### src/sv/bmhq_pkg.sv
// ----------------------------------------------------------------------------
// bmhq_pkg
// Shared types and constants of the binary min-heap queue unit.
// ----------------------------------------------------------------------------
package bmhq_pkg;

	localparam int CAPACITY    = 64;
	localparam int KEY_BITS    = 32;
	localparam int HANDLE_BITS = 16;
	localparam int ADDR_W      = $clog2(CAPACITY);
	localparam int CNT_W       = $clog2(CAPACITY + 1);
	localparam int ENTRY_W     = KEY_BITS + HANDLE_BITS;

	localparam logic       REQ_INSERT = 1'b0;
	localparam logic       REQ_REMOVE = 1'b1;

	localparam logic [1:0] ST_OK    = 2'd0;
	localparam logic [1:0] ST_EMPTY = 2'd1;
	localparam logic [1:0] ST_FULL  = 2'd2;

	typedef struct packed {
		logic [KEY_BITS-1:0]    key;
		logic [HANDLE_BITS-1:0] handle;
	} entry_t;

	typedef struct packed {
		logic   req_type;
		entry_t ent;
	} req_t;

endpackage

### src/sv/bmhq_front.sv
// ----------------------------------------------------------------------------
// bmhq_front
// Accepts request words and holds them in a two-entry queue for the engine.
// ----------------------------------------------------------------------------
module bmhq_front (
	input  logic          clk,
	input  logic          arst_n,
	input  logic          in_valid,
	output logic          in_ready,
	input  bmhq_pkg::req_t in_req,
	output logic          q_valid,
	input  logic          q_ready,
	output bmhq_pkg::req_t q_req
);
	import bmhq_pkg::*;

	req_t       slot_q [2];
	logic       wr_ptr_q;
	logic       rd_ptr_q;
	logic [1:0] cnt_q;
	logic       push;
	logic       pop;

	assign in_ready = (cnt_q != 2'd2);
	assign q_valid  = (cnt_q != 2'd0);
	assign q_req    = slot_q[rd_ptr_q];
	assign push     = in_valid & in_ready;
	assign pop      = q_valid & q_ready;

	always_ff @(posedge clk) begin
		if (push) begin
			slot_q[wr_ptr_q] <= in_req;
		end
	end

	always_ff @(posedge clk or negedge arst_n) begin
		if (!arst_n) begin
			wr_ptr_q <= 1'b0;
			rd_ptr_q <= 1'b0;
			cnt_q    <= 2'd0;
		end else begin
			if (push) wr_ptr_q <= ~wr_ptr_q;
			if (pop)  rd_ptr_q <= ~rd_ptr_q;
			cnt_q <= cnt_q + {1'b0, push} - {1'b0, pop};
		end
	end

endmodule

### src/sv/bmhq_back.sv
// ----------------------------------------------------------------------------
// bmhq_back
// Heap engine: sift-up and sift-down over a one-read one-write memory,
// with a result register toward the output.
// ----------------------------------------------------------------------------
module bmhq_back (
	input  logic                         clk,
	input  logic                         arst_n,
	input  logic                         q_valid,
	output logic                         q_ready,
	input  bmhq_pkg::req_t               q_req,
	output logic                         res_valid,
	input  logic                         res_ready,
	output logic [1:0]                   res_status,
	output bmhq_pkg::entry_t             res_ent,
	output logic [bmhq_pkg::CNT_W-1:0]   res_count
);
	import bmhq_pkg::*;

	localparam logic [3:0] S_IDLE    = 4'd0;
	localparam logic [3:0] S_INS_CMP = 4'd1;
	localparam logic [3:0] S_INS_WR  = 4'd2;
	localparam logic [3:0] S_RM_ROOT = 4'd3;
	localparam logic [3:0] S_RM_LAST = 4'd4;
	localparam logic [3:0] S_SD_RL   = 4'd5;
	localparam logic [3:0] S_SD_RR   = 4'd6;
	localparam logic [3:0] S_SD_CMP  = 4'd7;
	localparam logic [3:0] S_DONE    = 4'd8;

	entry_t              mem [CAPACITY];
	entry_t              rd_q;
	logic [3:0]          state_q;
	logic [CNT_W-1:0]    fill_q;
	logic [ADDR_W-1:0]   pos_q;
	entry_t              cur_q;
	entry_t              lft_q;
	logic                rv_q;
	logic [1:0]          status_q;
	entry_t              oent_q;
	logic                out_valid_q;
	logic [1:0]          rstat_q;
	entry_t              rent_q;
	logic [CNT_W-1:0]    rcnt_q;

	logic                we;
	logic [ADDR_W-1:0]   wa;
	entry_t              wd;
	logic [ADDR_W-1:0]   ra;
	logic [ADDR_W-1:0]   up;
	logic [ADDR_W+1:0]   lc;
	logic [ADDR_W+1:0]   rc;
	logic [CNT_W-1:0]    fill_m1;
	logic                take_l;
	logic                take_r;
	entry_t              pick_l;
	logic                res_load;

	assign up      = ADDR_W'((pos_q - 1'b1) >> 1);
	assign lc      = {1'b0, pos_q, 1'b1};
	assign rc      = {1'b0, pos_q, 1'b0} + (ADDR_W+2)'(2);
	assign fill_m1 = fill_q - 1'b1;
	assign take_l  = (lft_q.key < cur_q.key);
	assign pick_l  = take_l ? lft_q : cur_q;
	assign take_r  = rv_q & (rd_q.key < pick_l.key);
	assign q_ready = (state_q == S_IDLE);

	// load the result register once the previous word has left
	assign res_load = (state_q == S_DONE) & (!out_valid_q | res_ready);

	assign res_valid  = out_valid_q;
	assign res_status = rstat_q;
	assign res_ent    = rent_q;
	assign res_count  = rcnt_q;

	always_comb begin
		we = 1'b0;
		wa = pos_q;
		wd = cur_q;
		ra = '0;
		unique case (state_q)
			S_IDLE: begin
				if (q_req.req_type == REQ_INSERT) begin
					ra = ADDR_W'((fill_q - 1'b1) >> 1);
					wa = ADDR_W'(fill_q);
					wd = q_req.ent;
					we = q_valid & (fill_q == CNT_W'(0));
				end else begin
					ra = '0;
				end
			end
			S_INS_CMP: begin
				ra = ADDR_W'((up - 1'b1) >> 1);
				we = 1'b1;
				wd = (cur_q.key < rd_q.key) ? rd_q : cur_q;
			end
			S_INS_WR:  we = 1'b1;
			S_RM_ROOT: ra = ADDR_W'(fill_m1);
			S_RM_LAST: ra = '0;
			S_SD_RL: begin
				ra = lc[ADDR_W-1:0];
				we = (lc >= (ADDR_W+2)'(fill_q));
			end
			S_SD_RR:   ra = rc[ADDR_W-1:0];
			S_SD_CMP: begin
				we = 1'b1;
				wd = take_r ? rd_q : pick_l;
			end
			S_DONE:    ra = '0;
			default:   ra = '0;
		endcase
	end

	always_ff @(posedge clk) begin
		if (we) mem[wa] <= wd;
		rd_q <= mem[ra];
	end

	always_ff @(posedge clk or negedge arst_n) begin
		if (!arst_n) begin
			out_valid_q <= 1'b0;
		end else if (res_load) begin
			out_valid_q <= 1'b1;
		end else if (res_ready) begin
			out_valid_q <= 1'b0;
		end
	end

	always_ff @(posedge clk) begin
		if (res_load) begin
			rstat_q <= status_q;
			rent_q  <= oent_q;
			rcnt_q  <= fill_q;
		end
	end

	always_ff @(posedge clk or negedge arst_n) begin
		if (!arst_n) begin
			state_q     <= S_IDLE;
			fill_q      <= '0;
		end else begin
			unique case (state_q)
				S_IDLE: begin
					if (q_valid) begin
						oent_q   <= '0;
						status_q <= ST_OK;
						cur_q    <= q_req.ent;
						pos_q    <= ADDR_W'(fill_q);
						if (q_req.req_type == REQ_INSERT) begin
							if (fill_q == CNT_W'(CAPACITY)) begin
								status_q <= ST_FULL;
								state_q  <= S_DONE;
							end else begin
								fill_q  <= fill_q + 1'b1;
								state_q <= (fill_q == CNT_W'(0)) ? S_DONE : S_INS_CMP;
							end
						end else if (fill_q == CNT_W'(0)) begin
							status_q <= ST_EMPTY;
							state_q  <= S_DONE;
						end else begin
							state_q <= S_RM_ROOT;
						end
					end
				end
				S_INS_CMP: begin
					// move parent down while the new key is strictly smaller
					if (cur_q.key < rd_q.key) begin
						pos_q   <= up;
						state_q <= (up == ADDR_W'(0)) ? S_INS_WR : S_INS_CMP;
					end else begin
						state_q <= S_DONE;
					end
				end
				S_INS_WR: state_q <= S_DONE;
				S_RM_ROOT: begin
					oent_q  <= rd_q;
					fill_q  <= fill_m1;
					state_q <= S_RM_LAST;
				end
				S_RM_LAST: begin
					cur_q   <= rd_q;
					pos_q   <= '0;
					state_q <= (fill_q == CNT_W'(0)) ? S_DONE : S_SD_RL;
				end
				S_SD_RL: begin
					state_q <= (lc >= (ADDR_W+2)'(fill_q)) ? S_DONE : S_SD_RR;
				end
				S_SD_RR: begin
					lft_q   <= rd_q;
					rv_q    <= (rc < (ADDR_W+2)'(fill_q));
					state_q <= S_SD_CMP;
				end
				S_SD_CMP: begin
					if (take_r) begin
						pos_q   <= rc[ADDR_W-1:0];
						state_q <= S_SD_RL;
					end else if (take_l) begin
						pos_q   <= lc[ADDR_W-1:0];
						state_q <= S_SD_RL;
					end else begin
						state_q <= S_DONE;
					end
				end
				S_DONE: begin
					if (res_load) state_q <= S_IDLE;
				end
				default: state_q <= S_IDLE;
			endcase
		end
	end

endmodule

### src/sv/binary_min_heap_queue_unit.sv
// A full insert, an empty remove or an insert into an empty heap goes straight to the
// result, and a remove of the only entry does not sift; other inserts climb the heap and
// other removes descend it a level at a time over one memory read port, until a compare
// stops the sift. The engine takes a new word only once the previous result is in the
// result register; a two-word queue and that register decouple stalls.
// Reset: arst_n clears the fill count and all handshake state; heap memory is left as is.
// ----------------------------------------------------------------------------
// binary_min_heap_queue_unit
// Binary min-heap priority queue of key and handle pairs.
// ----------------------------------------------------------------------------
module binary_min_heap_queue_unit (
	input  logic        clk,
	input  logic        arst_n,
	input  logic        s_axis_tvalid,
	output logic        s_axis_tready,
	input  logic [47:0] s_axis_tdata,  // entry_key[31:0], entry_handle[47:32]
	input  logic        s_axis_tuser,  // req_type
	output logic        m_axis_tvalid,
	input  logic        m_axis_tready,
	output logic [55:0] m_axis_tdata,  // out_key, out_handle, entry_count, is_empty
	output logic [1:0]  m_axis_tuser   // status
);
	import bmhq_pkg::*;

	req_t             in_req;
	req_t             q_req;
	logic             q_valid;
	logic             q_ready;
	entry_t           res_ent;
	logic [CNT_W-1:0] res_count;

	// unpack the request word
	assign in_req.req_type   = s_axis_tuser;
	assign in_req.ent.key    = s_axis_tdata[KEY_BITS-1:0];
	assign in_req.ent.handle = s_axis_tdata[KEY_BITS +: HANDLE_BITS];

	bmhq_front u_front (
		.clk      (clk),
		.arst_n   (arst_n),
		.in_valid (s_axis_tvalid),
		.in_ready (s_axis_tready),
		.in_req   (in_req),
		.q_valid  (q_valid),
		.q_ready  (q_ready),
		.q_req    (q_req)
	);

	bmhq_back u_back (
		.clk        (clk),
		.arst_n     (arst_n),
		.q_valid    (q_valid),
		.q_ready    (q_ready),
		.q_req      (q_req),
		.res_valid  (m_axis_tvalid),
		.res_ready  (m_axis_tready),
		.res_status (m_axis_tuser),
		.res_ent    (res_ent),
		.res_count  (res_count)
	);

	// pack the result word; empty flag follows the count
	assign m_axis_tdata = {(res_count == CNT_W'(0)), res_count, res_ent.handle, res_ent.key};

endmodule
### config.mk
export PLATFORM = sky130hd
export DESIGN_NAME = binary_min_heap_queue_unit
export DESIGN_NICKNAME = d
export VERILOG_FILES = /design/src/sv/bmhq_pkg.sv /design/src/sv/bmhq_front.sv /design/src/sv/bmhq_back.sv /design/src/sv/binary_min_heap_queue_unit.sv
export SDC_FILE = /design/constraint.sdc
export NUM_CORES = 2
export LEC_CHECK = 0
export BUFFER_PORTS_ARGS = -buffer_cell sky130_fd_sc_hd__buf_4
export CORE_MARGIN = 2
export CORE_UTILIZATION = 40
export CTS_BUF_LIST = sky130_fd_sc_hd__clkbuf_2 sky130_fd_sc_hd__clkbuf_4 sky130_fd_sc_hd__clkbuf_8
export DETAILED_ROUTE_END_ITERATION = 10
export PLACE_DENSITY_LB_ADDON = 0.25
export SLEW_MARGIN = 25
export SYNTH_ARGS = -nofsm -noshare
export SYNTH_HDL_FRONTEND = slang
export SYNTH_HIERARCHICAL = 1
export SYNTH_SLANG_ARGS = --single-unit
### constraint.sdc
create_clock -name clk -period 8.1 [get_ports clk]
set_clock_uncertainty 0.2 [all_clocks]
set_input_delay 1.215 -clock clk [delete_from_list [all_inputs] [get_ports clk]]
set_output_delay 1.215 -clock clk [all_outputs]
set_load 0.02 [all_outputs]
==> results.py <==
metrics = {
    "run_status": {
        "status": "finished clean",
    },
    "finish": {
        "layout.nets": 7831,
        "layout-drive-gt1-share_pct": 28.3,
        "syn_to_final_growth_pct": 15.4,
        "multiInputGateArea_sq_um": 32200,
        "fin_area_sq_um": 157000,
        "final_cells": 12600,
        "ff_latch_area_sq_um": 103000,
        "nFillCells": 28500,
    },
    "detailed_routing": {
        "wl_per_cell_microns": 30.2,
        "dr.pass1.iters": 6,
        "drt_iter0_markers": 8344,
        "vias_per_cell": 5.75,
        "via_count": 72600,
        "ant_nets": 0,
        "drt-total-wl_mm": 382,
        "route.detailed.drc": 0,
    },
    "clocking": {
        "cts_setup_buffers": 0,
        "htree_num_levels": 6,
        "cts-resized-gates": 0,
        "cts_buffers": 558,
        "postCtsHoldBufs": 50,
        "clk_pin_slew_ps": 70,
        "cts_root_buffer": "clkbuf_8",
        "clock_tree.buffer_depth": 4,
        "cts_tree": "done",
        "clock_sinks": 3444,
        "insertion_delay_ps": 1210,
    },
    "yosys": {
        "synth_xor_area_share_pct": 0.173,
        "synth_top_area_share_pct": 74.6,
        "synth_simple_gate_area_share_pct": 4.29,
        "synthArstFlopShare_pct": 0.465,
        "synth.distinct_cells": 76,
        "yosys.area.top_type": "edfxtp_1",
        "muxShareOfSynthArea_pct": 14.5,
        "seq_area_frac_synth_pct": 75.6,
        "synth_fp_nets": 7158,
        "avgSynthCellArea_sq_um": 19.5,
        "ys_ff_latch": 3444,
        "yosysMostFrequentCell": "edfxtp_1",
        "synth_edf_count": 3380,
        "synth_top_flop_cell": "edfxtp_1",
        "ys_warn_count": 6,
        "synthAdderAreaFrac_pct": 1.02,
        "synthTopCellsByArea": "edfxtp_1 (75%), mux4_2 (13%), nand2_1 (2.4%)",
        "ys_top_cells_by_count": "edfxtp_1 (3380), nand2_1 (887), mux4_2 (768)",
        "netlist_area_sq_um": 136000,
        "synth_cells": 6994,
        "synth_top_family_by_area": "multiplexers",
        "synth_compound_area_share_pct": 2.84,
    },
    "setup_path": {
        "critical-path-top-delay-family": "compound AO/OA/AOI/OAI gates",
        "r2r_slack_ps": 900,
        "end_kind": "flop",
        "worstReg2RegStart": "u_back/cur_q[26]",
        "cp-start-kind": "flop",
        "cp_num_buf_inv": 4,
        "rr_endpoint": "u_back/mem[42][33]",
        "critPathKind": "reg -> reg",
        "slowest_stage": "a221o_2",
        "worstPathCellList": "inv_1 > ha_1 > a211oi_1 > a211o_1 > o211ai_1 > a221o_1 > a211oi_4 > buf_4 > mux2i_1 > ha_1 > a21o_1 > a21oi_1 > o21ai_0 > a221oi_1 > o21ai_1 > or3_1 > o21ai_4 > buf_12 > a221o_2 > buf_4",
        "r2r_cells": 20,
        "max_stage_delay_ps": 720,
        "crit_fanout": 34,
        "cp.required_ps": 8870,
        "cp.arrival_ps": 7980,
    },
    "min_path": {
        "hold_class": "in -> reg",
        "hold_end": "u_front/slot_q[1][5]",
        "hold_start": "s_axis_tdata[37]",
        "hold-path-cell-count": 1,
    },
    "global_route": {
        "grt_usage_pct": 21.8,
        "grt_pass1_wl_mm": 542,
        "antenna_found_initial": 7,
        "grt_pass1_vias": 73500,
        "grt_max_degree": 95,
        "grt_overflow": 0,
    },
    "run": {
        "max-cap-violations": 0,
    },
    "placed_design": {
        "pre_cts_ws_ps": 1080,
        "placed_area_sq_um": 145000,
        "dp_cells": 11600,
        "place_congestion": 0.858,
        "io_buffers": 112,
        "place_hpwl_mm": 212,
    },
    "die": {
        "start_util_pct": 40.1,
        "dieArea_sq_um": 345000,
        "io_pins": 113,
        "row_count": 214,
        "coreArea_sq_um": 339000,
        "dieWidth_microns": 587,
        "die_y_microns": 587,
    },
    "timing": {
        "setup_viol": 0,
        "finalHoldViolations": 0,
        "slew_viol_final": 0,
        "timing.fmax_mhz": 139,
        "finalCritPeriodShare_pct": 88.9,
        "slew_headroom_pct": 20.1,
        "layout_setup_ws_ps": 898,
        "setup_tns_ps": 0,
        "worst_pin_slew_ps": 1190,
        "rsz0062_at_grt": "false",
        "fin_crit_ps": 7200,
    },
}
logic make-up (layout without fill, tap and decap cells):
family | count (synthesis) | in the layout
AO/OA/AOI/OAI | 574 | 574
XOR/XNOR | 26 | 26
adder cells (fa/ha/maj) | 111 | 111
buffers and inverters | 465 | 1561
flip-flops | 3444 | 3444
multiplexers | 1011 | 1011
other | 0 | 8
AND/OR/NAND/NOR | 1363 | 1363
worst max-delay path by stage:
stage                          start            endpoint  slack (ps)  cells after the start
floorplan           u_back/cur_q[26]   u_back/mem[0][10]        1240                     20
global placement    u_back/cur_q[26]    u_back/mem[0][1]        1070                     20
detailed placement  u_back/cur_q[26]  u_back/mem[45][45]        1080                     20
CTS                 u_back/cur_q[26]  u_back/mem[37][45]         990                     19
global route        u_back/cur_q[26]  u_back/mem[62][37]         600                     21
finish              u_back/cur_q[26]  u_back/mem[42][33]         900                     20
registers in the layout (all words and copies together) (netlist names), 2 cells and up:
name	flops
u_back/cur_q	48
u_back/fill_q	7
u_back/lft_q	48
u_back/mem	3072
u_back/oent_q	48
u_back/pos_q	6
u_back/rd_q	48
u_back/res_count	7
u_back/res_ent	48
u_back/res_status	2
u_back/state_q	4
u_back/status_q	2
u_front/cnt_q	2
u_front/slot_q	98
cells in the final DEF, fill, tap and decap left out, types with 26 or more instances in the layout:
master	netlist	layout
edfxtp_1	3380	3380
mux4_2	768	768
o21ai_0	160	158
a21oi_1	69	67
buf_4	24	349
nand3_1	183	183
ha_1	111	111
o221ai_1	53	52
a31oi_1	40	40
clkinv_1	0	108
nor2_1	134	65
mux2_2	49	49
nor2_4	0	69
clkbuf_4	0	180
nand3b_1	54	54
a221o_2	0	26
clkbuf_8	0	593
a32oi_1	50	50
clkinv_2	0	41
buf_12	0	89
nand2_1	887	884
dfxtp_1	48	48
o21ai_1	38	37
dlygate4sd3_1	0	50
mux2i_1	194	194
a22oi_1	33	33
inv_1	80	80
routing by layer:
layer | share of wire, % | wire [microns] | track usage [%]
met3 | 8.6 | 32900 | 4.44
met4 | 2.3 | 8710 | 5.49
met1 | 41 | 158000 | 30.4
met5 | 0 | 0 | 0
met2 | 48 | 182000 | 35.1
metrics by stage:
stage	utilization (%)	hold WS (ps)
after floorplan	-	200
after global placement	42.8	207
after detailed placement	42.9	205
after CTS	46.2	0.375
after global routing	46.3	22.1
final	46.3	111
final cells by class:
class                      count  area share (%)
multi-input combinational   3085            20.5
sequential                  3444            65.5
timing repair buffer         497            3.28
clock buffer                 773            6.06
tap                         4536            3.61
antenna                        8          0.0127
clock inverter               210           0.906
inverter                      81           0.194
Power is left out: the tool's default activity adds up to more than one toggle a clock period on the data nets, which glitch-free logic cannot reach.
